## config.mk

```make
export PLATFORM = sky130hd
export DESIGN_NAME = mhtq_front_flat
export DESIGN_NICKNAME = d
export VERILOG_FILES = /design/src/sv/mhtq_pkg.sv /design/src/sv/mhtq_if.sv /design/src/sv/mhtq_front.sv /design/src/flat_wrapper.sv
export SDC_FILE = /design/constraint.sdc
export NUM_CORES = 1
export LEC_CHECK = 0
export ABC_AREA = 0
export BUFFER_PORTS_ARGS = -buffer_cell sky130_fd_sc_hd__buf_2
export CAP_MARGIN = 25
export CORE_MARGIN = 10
export CORE_UTILIZATION = 50
export CTS_BUF_LIST = sky130_fd_sc_hd__clkbuf_4
export CTS_CLUSTER_DIAMETER = 80
export DETAILED_ROUTE_END_ITERATION = 10
export GPL_TIMING_DRIVEN = 0
export PLACE_DENSITY = 0.87
export REMOVE_ABC_BUFFERS = 1
export SLEW_MARGIN = 10
export SYNTH_ARGS = -nofsm -noshare
export SYNTH_HDL_FRONTEND = slang
export SYNTH_SLANG_ARGS = --single-unit
```

## constraint.sdc

```tcl
create_clock -name clk -period 11.73 [get_ports clk]
set_clock_uncertainty 0.05 [all_clocks]
set_input_delay 0.5865 -clock clk [delete_from_list [all_inputs] [get_ports clk]]
set_output_delay 0.5865 -clock clk [all_outputs]
set_load 0.02 [all_outputs]
```

## src/sv/mhtq_pkg.sv

```systemverilog
// shared types and constants of the timer heap queue
package mhtq_pkg;

  localparam int ENTRIES  = 512;
  localparam int MAX_FIRE = 63;
  localparam int QDEPTH   = 2;

  localparam int IW  = $clog2(ENTRIES);
  localparam int CW  = $clog2(ENTRIES + 1);
  localparam int LW  = IW + 2;
  localparam int FW  = $clog2(MAX_FIRE + 1);
  localparam int QAW = (QDEPTH > 1) ? $clog2(QDEPTH) : 1;
  localparam int QCW = $clog2(QDEPTH + 1);

  typedef enum logic [1:0] {
    CMD_ADD  = 2'd0,
    CMD_DEL  = 2'd1,
    CMD_TICK = 2'd2,
    CMD_NONE = 2'd3
  } cmd_t;

  typedef enum logic [1:0] {
    KIND_ADD  = 2'd0,
    KIND_DEL  = 2'd1,
    KIND_EXP  = 2'd2,
    KIND_TICK = 2'd3
  } kind_t;

  typedef enum logic [1:0] {
    ST_OK       = 2'd0,
    ST_FULL     = 2'd1,
    ST_NOTFOUND = 2'd2,
    ST_RSVD     = 2'd3
  } status_t;

  typedef struct packed {
    cmd_t        cmd;
    logic [31:0] start_ms;
    logic [31:0] period_ms;
    logic        repeat_req;
    logic [31:0] message_id;
    logic [7:0]  dest_module;
    logic [31:0] target_id;
    logic [15:0] elapsed_ms;
  } cmd_req_t;

  typedef struct packed {
    logic [47:0] expiry;
    logic [31:0] interval;
    logic        rep;
    logic [31:0] message;
    logic [7:0]  dest;
    logic [31:0] id;
  } entry_t;

endpackage

```

## src/sv/mhtq_if.sv

```systemverilog
// channel interfaces for commands and results
interface mhtq_in_if;
  logic        valid;
  logic        ready;
  logic [1:0]  cmd;
  logic [31:0] start_ms;
  logic [31:0] period_ms;
  logic        repeat_req;
  logic [31:0] message_id;
  logic [7:0]  dest_module;
  logic [31:0] target_id;
  logic [15:0] elapsed_ms;

  modport source (output valid, cmd, start_ms, period_ms, repeat_req, message_id,
                  dest_module, target_id, elapsed_ms, input ready);
  modport sink (input valid, cmd, start_ms, period_ms, repeat_req, message_id,
                dest_module, target_id, elapsed_ms, output ready);
endinterface


```

## src/sv/mhtq_front.sv

```systemverilog
// command intake: drops unknown codes and queues the rest for the heap engine
module mhtq_front
  import mhtq_pkg::*;
(
  input  logic         clk,
  input  logic         rst_n,
  mhtq_in_if.sink      in_ch,
  output logic         q_valid,
  output cmd_req_t     q_data,
  input  logic         q_ready
);

  cmd_req_t         q_mem_r [QDEPTH];
  logic [QAW-1:0]   wp_r, wp_nxt, rp_r, rp_nxt;
  logic [QCW-1:0]   qcnt_r, qcnt_nxt;
  cmd_req_t         req_w;
  logic             push_w, pop_w;

  always_comb begin
    req_w.cmd         = cmd_t'(in_ch.cmd);
    req_w.start_ms    = in_ch.start_ms;
    req_w.period_ms   = in_ch.period_ms;
    req_w.repeat_req  = in_ch.repeat_req;
    req_w.message_id  = in_ch.message_id;
    req_w.dest_module = in_ch.dest_module;
    req_w.target_id   = in_ch.target_id;
    req_w.elapsed_ms  = in_ch.elapsed_ms;
  end

  assign in_ch.ready = (qcnt_r != QCW'(QDEPTH));
  // unknown code is taken and thrown away
  assign push_w  = in_ch.valid && in_ch.ready && (req_w.cmd != CMD_NONE);
  assign q_valid = (qcnt_r != '0);
  assign q_data  = q_mem_r[rp_r];
  assign pop_w   = q_valid && q_ready;

  always_comb begin
    wp_nxt   = wp_r;
    rp_nxt   = rp_r;
    qcnt_nxt = qcnt_r;
    if (push_w) begin
      wp_nxt = (wp_r == QAW'(QDEPTH - 1)) ? '0 : wp_r + QAW'(1);
    end
    if (pop_w) begin
      rp_nxt = (rp_r == QAW'(QDEPTH - 1)) ? '0 : rp_r + QAW'(1);
    end
    if (push_w && !pop_w) begin
      qcnt_nxt = qcnt_r + QCW'(1);
    end else if (!push_w && pop_w) begin
      qcnt_nxt = qcnt_r - QCW'(1);
    end
  end

  always_ff @(posedge clk) begin
    if (!rst_n) begin
      wp_r   <= '0;
      rp_r   <= '0;
      qcnt_r <= '0;
    end else begin
      wp_r   <= wp_nxt;
      rp_r   <= rp_nxt;
      qcnt_r <= qcnt_nxt;
    end
  end

  always_ff @(posedge clk) begin
    if (push_w) begin
      q_mem_r[wp_r] <= req_w;
    end
  end

endmodule

```

## src/flat_wrapper.sv

```systemverilog
// flat-port wrapper written by rule: the top's interface ports become plain ports
module mhtq_front_flat import mhtq_pkg::*;
  (clk, rst_n, q_valid, q_data, q_ready, in_ch_valid, in_ch_cmd, in_ch_start_ms, in_ch_period_ms, in_ch_repeat_req, in_ch_message_id, in_ch_dest_module, in_ch_target_id, in_ch_elapsed_ms, in_ch_ready);
  mhtq_in_if in_ch_i ();
  input  logic clk;
  input  logic rst_n;
  output logic q_valid;
  output cmd_req_t q_data;
  input  logic q_ready;
  input wire logic [$bits(in_ch_i.valid)-1:0] in_ch_valid;
  input wire logic [$bits(in_ch_i.cmd)-1:0] in_ch_cmd;
  input wire logic [$bits(in_ch_i.start_ms)-1:0] in_ch_start_ms;
  input wire logic [$bits(in_ch_i.period_ms)-1:0] in_ch_period_ms;
  input wire logic [$bits(in_ch_i.repeat_req)-1:0] in_ch_repeat_req;
  input wire logic [$bits(in_ch_i.message_id)-1:0] in_ch_message_id;
  input wire logic [$bits(in_ch_i.dest_module)-1:0] in_ch_dest_module;
  input wire logic [$bits(in_ch_i.target_id)-1:0] in_ch_target_id;
  input wire logic [$bits(in_ch_i.elapsed_ms)-1:0] in_ch_elapsed_ms;
  output wire logic [$bits(in_ch_i.ready)-1:0] in_ch_ready;
  assign in_ch_i.valid = in_ch_valid;
  assign in_ch_i.cmd = in_ch_cmd;
  assign in_ch_i.start_ms = in_ch_start_ms;
  assign in_ch_i.period_ms = in_ch_period_ms;
  assign in_ch_i.repeat_req = in_ch_repeat_req;
  assign in_ch_i.message_id = in_ch_message_id;
  assign in_ch_i.dest_module = in_ch_dest_module;
  assign in_ch_i.target_id = in_ch_target_id;
  assign in_ch_i.elapsed_ms = in_ch_elapsed_ms;
  assign in_ch_ready = in_ch_i.ready;
  mhtq_front u_core (.clk(clk), .rst_n(rst_n), .in_ch(in_ch_i), .q_valid(q_valid), .q_data(q_data), .q_ready(q_ready));
endmodule
```

### Yosys cells after proc, flatten, opt, wreduce, memory -nomap -nowiden

Memories as Yosys holds them, arrays and structs flattened. A register that Yosys moved wholly into a read port is not among the register bits.
Cells that the tools add are included.

* memory bits (writable): 310
* memories kept: 1
* bits of input ports: 159
* word-level logic and storage cells: 27
* flip-flop bits (word level): 4

* multiplexer cells: 8
* reduce and logical (&&, ||, !) cells: 9
* eq/ne operators: 2
* add/subtract/negate cells: 4

Memory list
* u_core.q_mem_r: words 2, width 155, read ports 1, clocked after memory_dff 1, wr ports 1, line mhtq_front.sv:13 `cmd_req_t q_mem_r [QDEPTH];`

Operators by type and width (count)
* $mux 1: 6
* $logic_and 1x1->1: 5
* $mux 2: 2
* $ne 2x2->1 const B: 2
* $reduce_bool 2->1: 2
* $add 1x1->1 const B: 2
* $add 2x1->2 const B: 1
* $logic_not 1->1: 2
* $sub 2x1->2 const B: 1

### Depth between registers and ports, before layout

* depth in word-level cells: 7
* depth in mapped cells: 6
* depth with buffers taken out: 6

### Worst setup path before layout

Ideal clock, no wire load.

* path kind: reg2reg
* start point: register u_core.qcnt_r[0]
* end point: memory u_core.q_mem_r[0][0] (netlist bit) (enable)
* required time: 10.990 ns
* arrival time: 7.694 ns
* slack: 3.296 ns
* cell stages (with the launch flop): 4
* buffers on the path: 0
* cells stage by stage: dfxtp_1 -> nand2b_1 -> and3_1 -> nor2b_1

* word-level cells in the longest chain between the ends: 5

Ends and longest elaborated chain
* from (decl): line mhtq_front.sv:15 `logic [QCW-1:0] qcnt_r, qcnt_nxt;`
* from (signal assigned): line mhtq_front.sv:62 `qcnt_r <= qcnt_nxt;`
* $ne 2x2->1: line mhtq_front.sv:30 `assign in_ch.ready = (qcnt_r != QCW'(QDEPTH));`
* net in_ch_ready: line flat_wrapper.sv:19 `output wire logic [$bits(in_ch_i.ready)-1:0] in_ch_ready;`
* $logic_and 1x1->1 (2 in series): line mhtq_front.sv:32 `assign push_w = in_ch.valid && in_ch.ready && (req_w.cmd != CMD_NONE);`
* net u_core.push_w: line mhtq_front.sv:17 `logic push_w, pop_w;`
* $mux 1: line mhtq_front.sv:67 `if (push_w) begin`
* $mux 1 (implied by the code): line mhtq_front.sv:68 `q_mem_r[wp_r] <= req_w;`
* to (decl): line mhtq_front.sv:13

The timed path passes the listed nets, and every way through them passes these cells.

==> results.yml <==
placed_design:
  dp_cells: 1100
  place_congestion: 0.764
  portBuffers: 315
  post_dp_cell_area_um2: 13500
  place_hpwl_mm: 17.0
finish:
  drive_above_1_share_pct: 64.4
  fin_cells: 1236
  area_growth_pct: 26.4
  fin_area_um2: 14500
  final_util_pct: 64.1
  nets: 1059
power:
  vdd_drop_max_mv: 0.137
  p_per_area_nw_per_um2: 222
  p_leak_nw: 5.48
hold_path:
  holdPathStages: 1
  hold_path.startpoint: "in_ch_target_id[1]"
  min_to: "u_core.q_mem_r[1][17]$_DFFE_PP_"
  hold_path_class: "in -> reg"
sta:
  tns_ns: 0
  hold_violations: 0
  timing.fmax_mhz: 297
  tightest_slew_ns: 0.703
  rsz0062_at_grt: "false"
  slew_headroom_pct: 53.1
  fin_crit_sh_pct: 28.7
  layout_min_cycle_time_ns: 3.36
  setup_viol: 0
  drv_slew: 0
synthesis:
  ys_seq_area_share_pct: 82.1
  postSynth.asyncResetShare_pct: 0
  synth.cell_area_um2: 11500
  synthCells: 507
  synth_area_leaders: "edfxtp_1, mux2_2, buf_6"
  syn_area_per_cell_um2: 22.6
  synth_common_cells: "edfxtp_1, mux2_2, buf_6, buf_4, dfxtp_1"
  yosysUniqueCellTypes: 20
  yosys_warnings: 0
  yosysTopAreaCell: "edfxtp_1"
  yosysMostFrequentCell: "edfxtp_1"
  synth_edf_count: 310
  synth.top_cell.area_share_pct: 81.3
  yosys_most_used_dff: "edfxtp_1"
  synth_seq_cells: 315
critical_path:
  crit_path_frequent_cell: "buf_16"
  start_kind: "flip-flop"
  worstSetupPathType: "reg -> out"
  r2r_end: "u_core.q_mem_r[1][38]$_DFFE_PP_"
  path_max_fanout: 60
  rrSetupSlack_ns: 9.21
  slowest_delay_ns: 0.81
  crit_chain: "buf_16 -> buf_16 -> mux2_2 -> buf_2"
  cpLargestDelayFamily: "flip-flops"
  cp_slowest_cell: "dfxtp_4"
  critical_path_required_ns: 11.09
  worstRegToRegCells: 5
  crit_buf_inv: 3
  cp.arrival_ns: 2.73
  end_kind: "primary output"
  rr_startpoint: "u_core.qcnt_r[0]$_SDFFE_PN0P_"
floorplan:
  die_w_um: 171
  initial_core_util_pct: 50.7
  core_area_um2: 22600
  die_area_um2: 29400
  io-pin-count: 316
  chipHeight_um: 171
  row_count: 55
cts:
  insertion_delay_ns: 0.64
  cts_buffers: 81
  cts-root-buf: "clkbuf_4"
  h-tree-depth: 3
  clk_pin_slew_ns: 0.06
  ctsResizeCount: 0
  clock-sinks: 315
  clock_path_buffers: 3
  cts_tree: "built"
route:
  drc: 0
  detail_route.vias_per_cell: 5.01
  antenna_left: 0
  drt_iter0_markers: 370
  vias: 6197
  firstDrtPassIters: 5
  drt-total-wl_mm: 25.1
  wl_per_cell_um: 20.3
global_routing:
  antenna_found_initial: 9
  grt_use_total_pct: 16.5
  grt_pass1_vias: 6841
  grt_pass1_wl_mm: 37.0
  grt_max_degree: 61
  grt_overflow: 0
outcome:
  status: "completed"
flow_run:
  drv_cap: 0
[how the worst max path moves through the flow]
stage | start | endpoint | slack [ns] | depth (start not counted)
3_5_place_dp | in_ch_cmd[0] | u_core.q_mem_r[1][63]$_DFFE_PP_ | 8.98 | 6
6_report | flip-flop | q_data[63] | 8.37 | 4
4_1_cts | flip-flop | q_data[63] | 8.25 | 4
2_1_floorplan | u_core.qcnt_r[0]$_SDFFE_PN0P_ | u_core.q_mem_r[0][0]$_DFFE_PP_ | 3.30 | 3
5_1_grt | flip-flop | q_data[63] | 8.19 | 4
3_3_place_gp | in_ch_cmd[0] | u_core.q_mem_r[0][3]$_DFFE_PP_ | -0.63 | 4
[cell families after synthesis]
| kind of cell | after synthesis | share of synthesized area [%] |
|---|---|---|
| DFF | 315 | 82.1 |
| muxes | 156 | 15.3 |
| buffers and inverters | 17 | 1.42 |
| and+or+nand+nor | 12 | 0.612 |
| AOI/OAI and AO/OA | 3 | 0.153 |
| xor gates and xnor gates | 3 | 0.229 |
| adders and majority gates | 1 | 0.109 |
[power breakdown]
| group | internal, mW | switching [mW] | total (mW) |
|---|---|---|---|
| Clock | 0.489 | 0.398 | 0.887 |
| Sequential | 1.39 | 0.0559 | 1.45 |
| Combinational | 0.361 | 0.515 | 0.876 |
| Total | 2.24 | 0.969 | 3.21 |
[per-stage QoR]
stage               total power, mW  hold WS, ns  worst slack [ns]
finish                         3.21       0.0816              8.37
floorplan                      2.06        0.401              3.30
CTS                            3.26      0.00212              8.25
global placement               2.42        0.410            -0.627
global route                   3.36      0.00324              8.19
detailed placement             2.36        0.459              8.98
[cells in the final DEF (no fill, tap or decap), drive strengths merged, types with 2 or more instances in the layout]
| master | count |
|---|---|
| diode | 6 |
| buf | 325 |
| and2 | 4 |
| clkbuf | 122 |
| nand2b | 2 |
| nand2 | 2 |
| o21ai | 2 |
| edfxtp | 310 |
| mux2 | 155 |
| xnor2 | 2 |
| clkinv | 5 |
| dfxtp | 5 |
[final cells by class]
type | instances | area, um2
antenna | 6 | 15.0
sequential | 315 | 9410
clock inverter | 7 | 53.8
multi-input combinational | 175 | 1890
tap | 285 | 357
clock buffer | 122 | 916
timing repair buffer | 326 | 1830
fill | 1593 | 8090
[per-layer routing]
layer / wire length, um / vias to the layer above / track usage, % / share of wire (%)
met2: 13000 / 274 / 28.4 / 52
met4: 685 / 8 / 7.98 / 2.7
met5: 59 / - / 0 / 0.24
li1: - / 2870 / - / -
met1: 8990 / 2983 / 16.8 / 36
met3: 2360 / 62 / 7.22 / 9.4
[registers in the layout, summed over array words and instances, names as in the netlist, named ones only]
name	count
u_core.q_mem_r	310
u_core.qcnt_r	2
u_core.rp_r	1
u_core.wp_r	1
[timing repair]
action | 4_1_cts | 5_1_grt
endpoints found under the hold margin | 2 | 0
hold buffers | 1 | 0
setup buffers | 0 | 0
No activity file was read; power rests on OpenSTA's default activity.
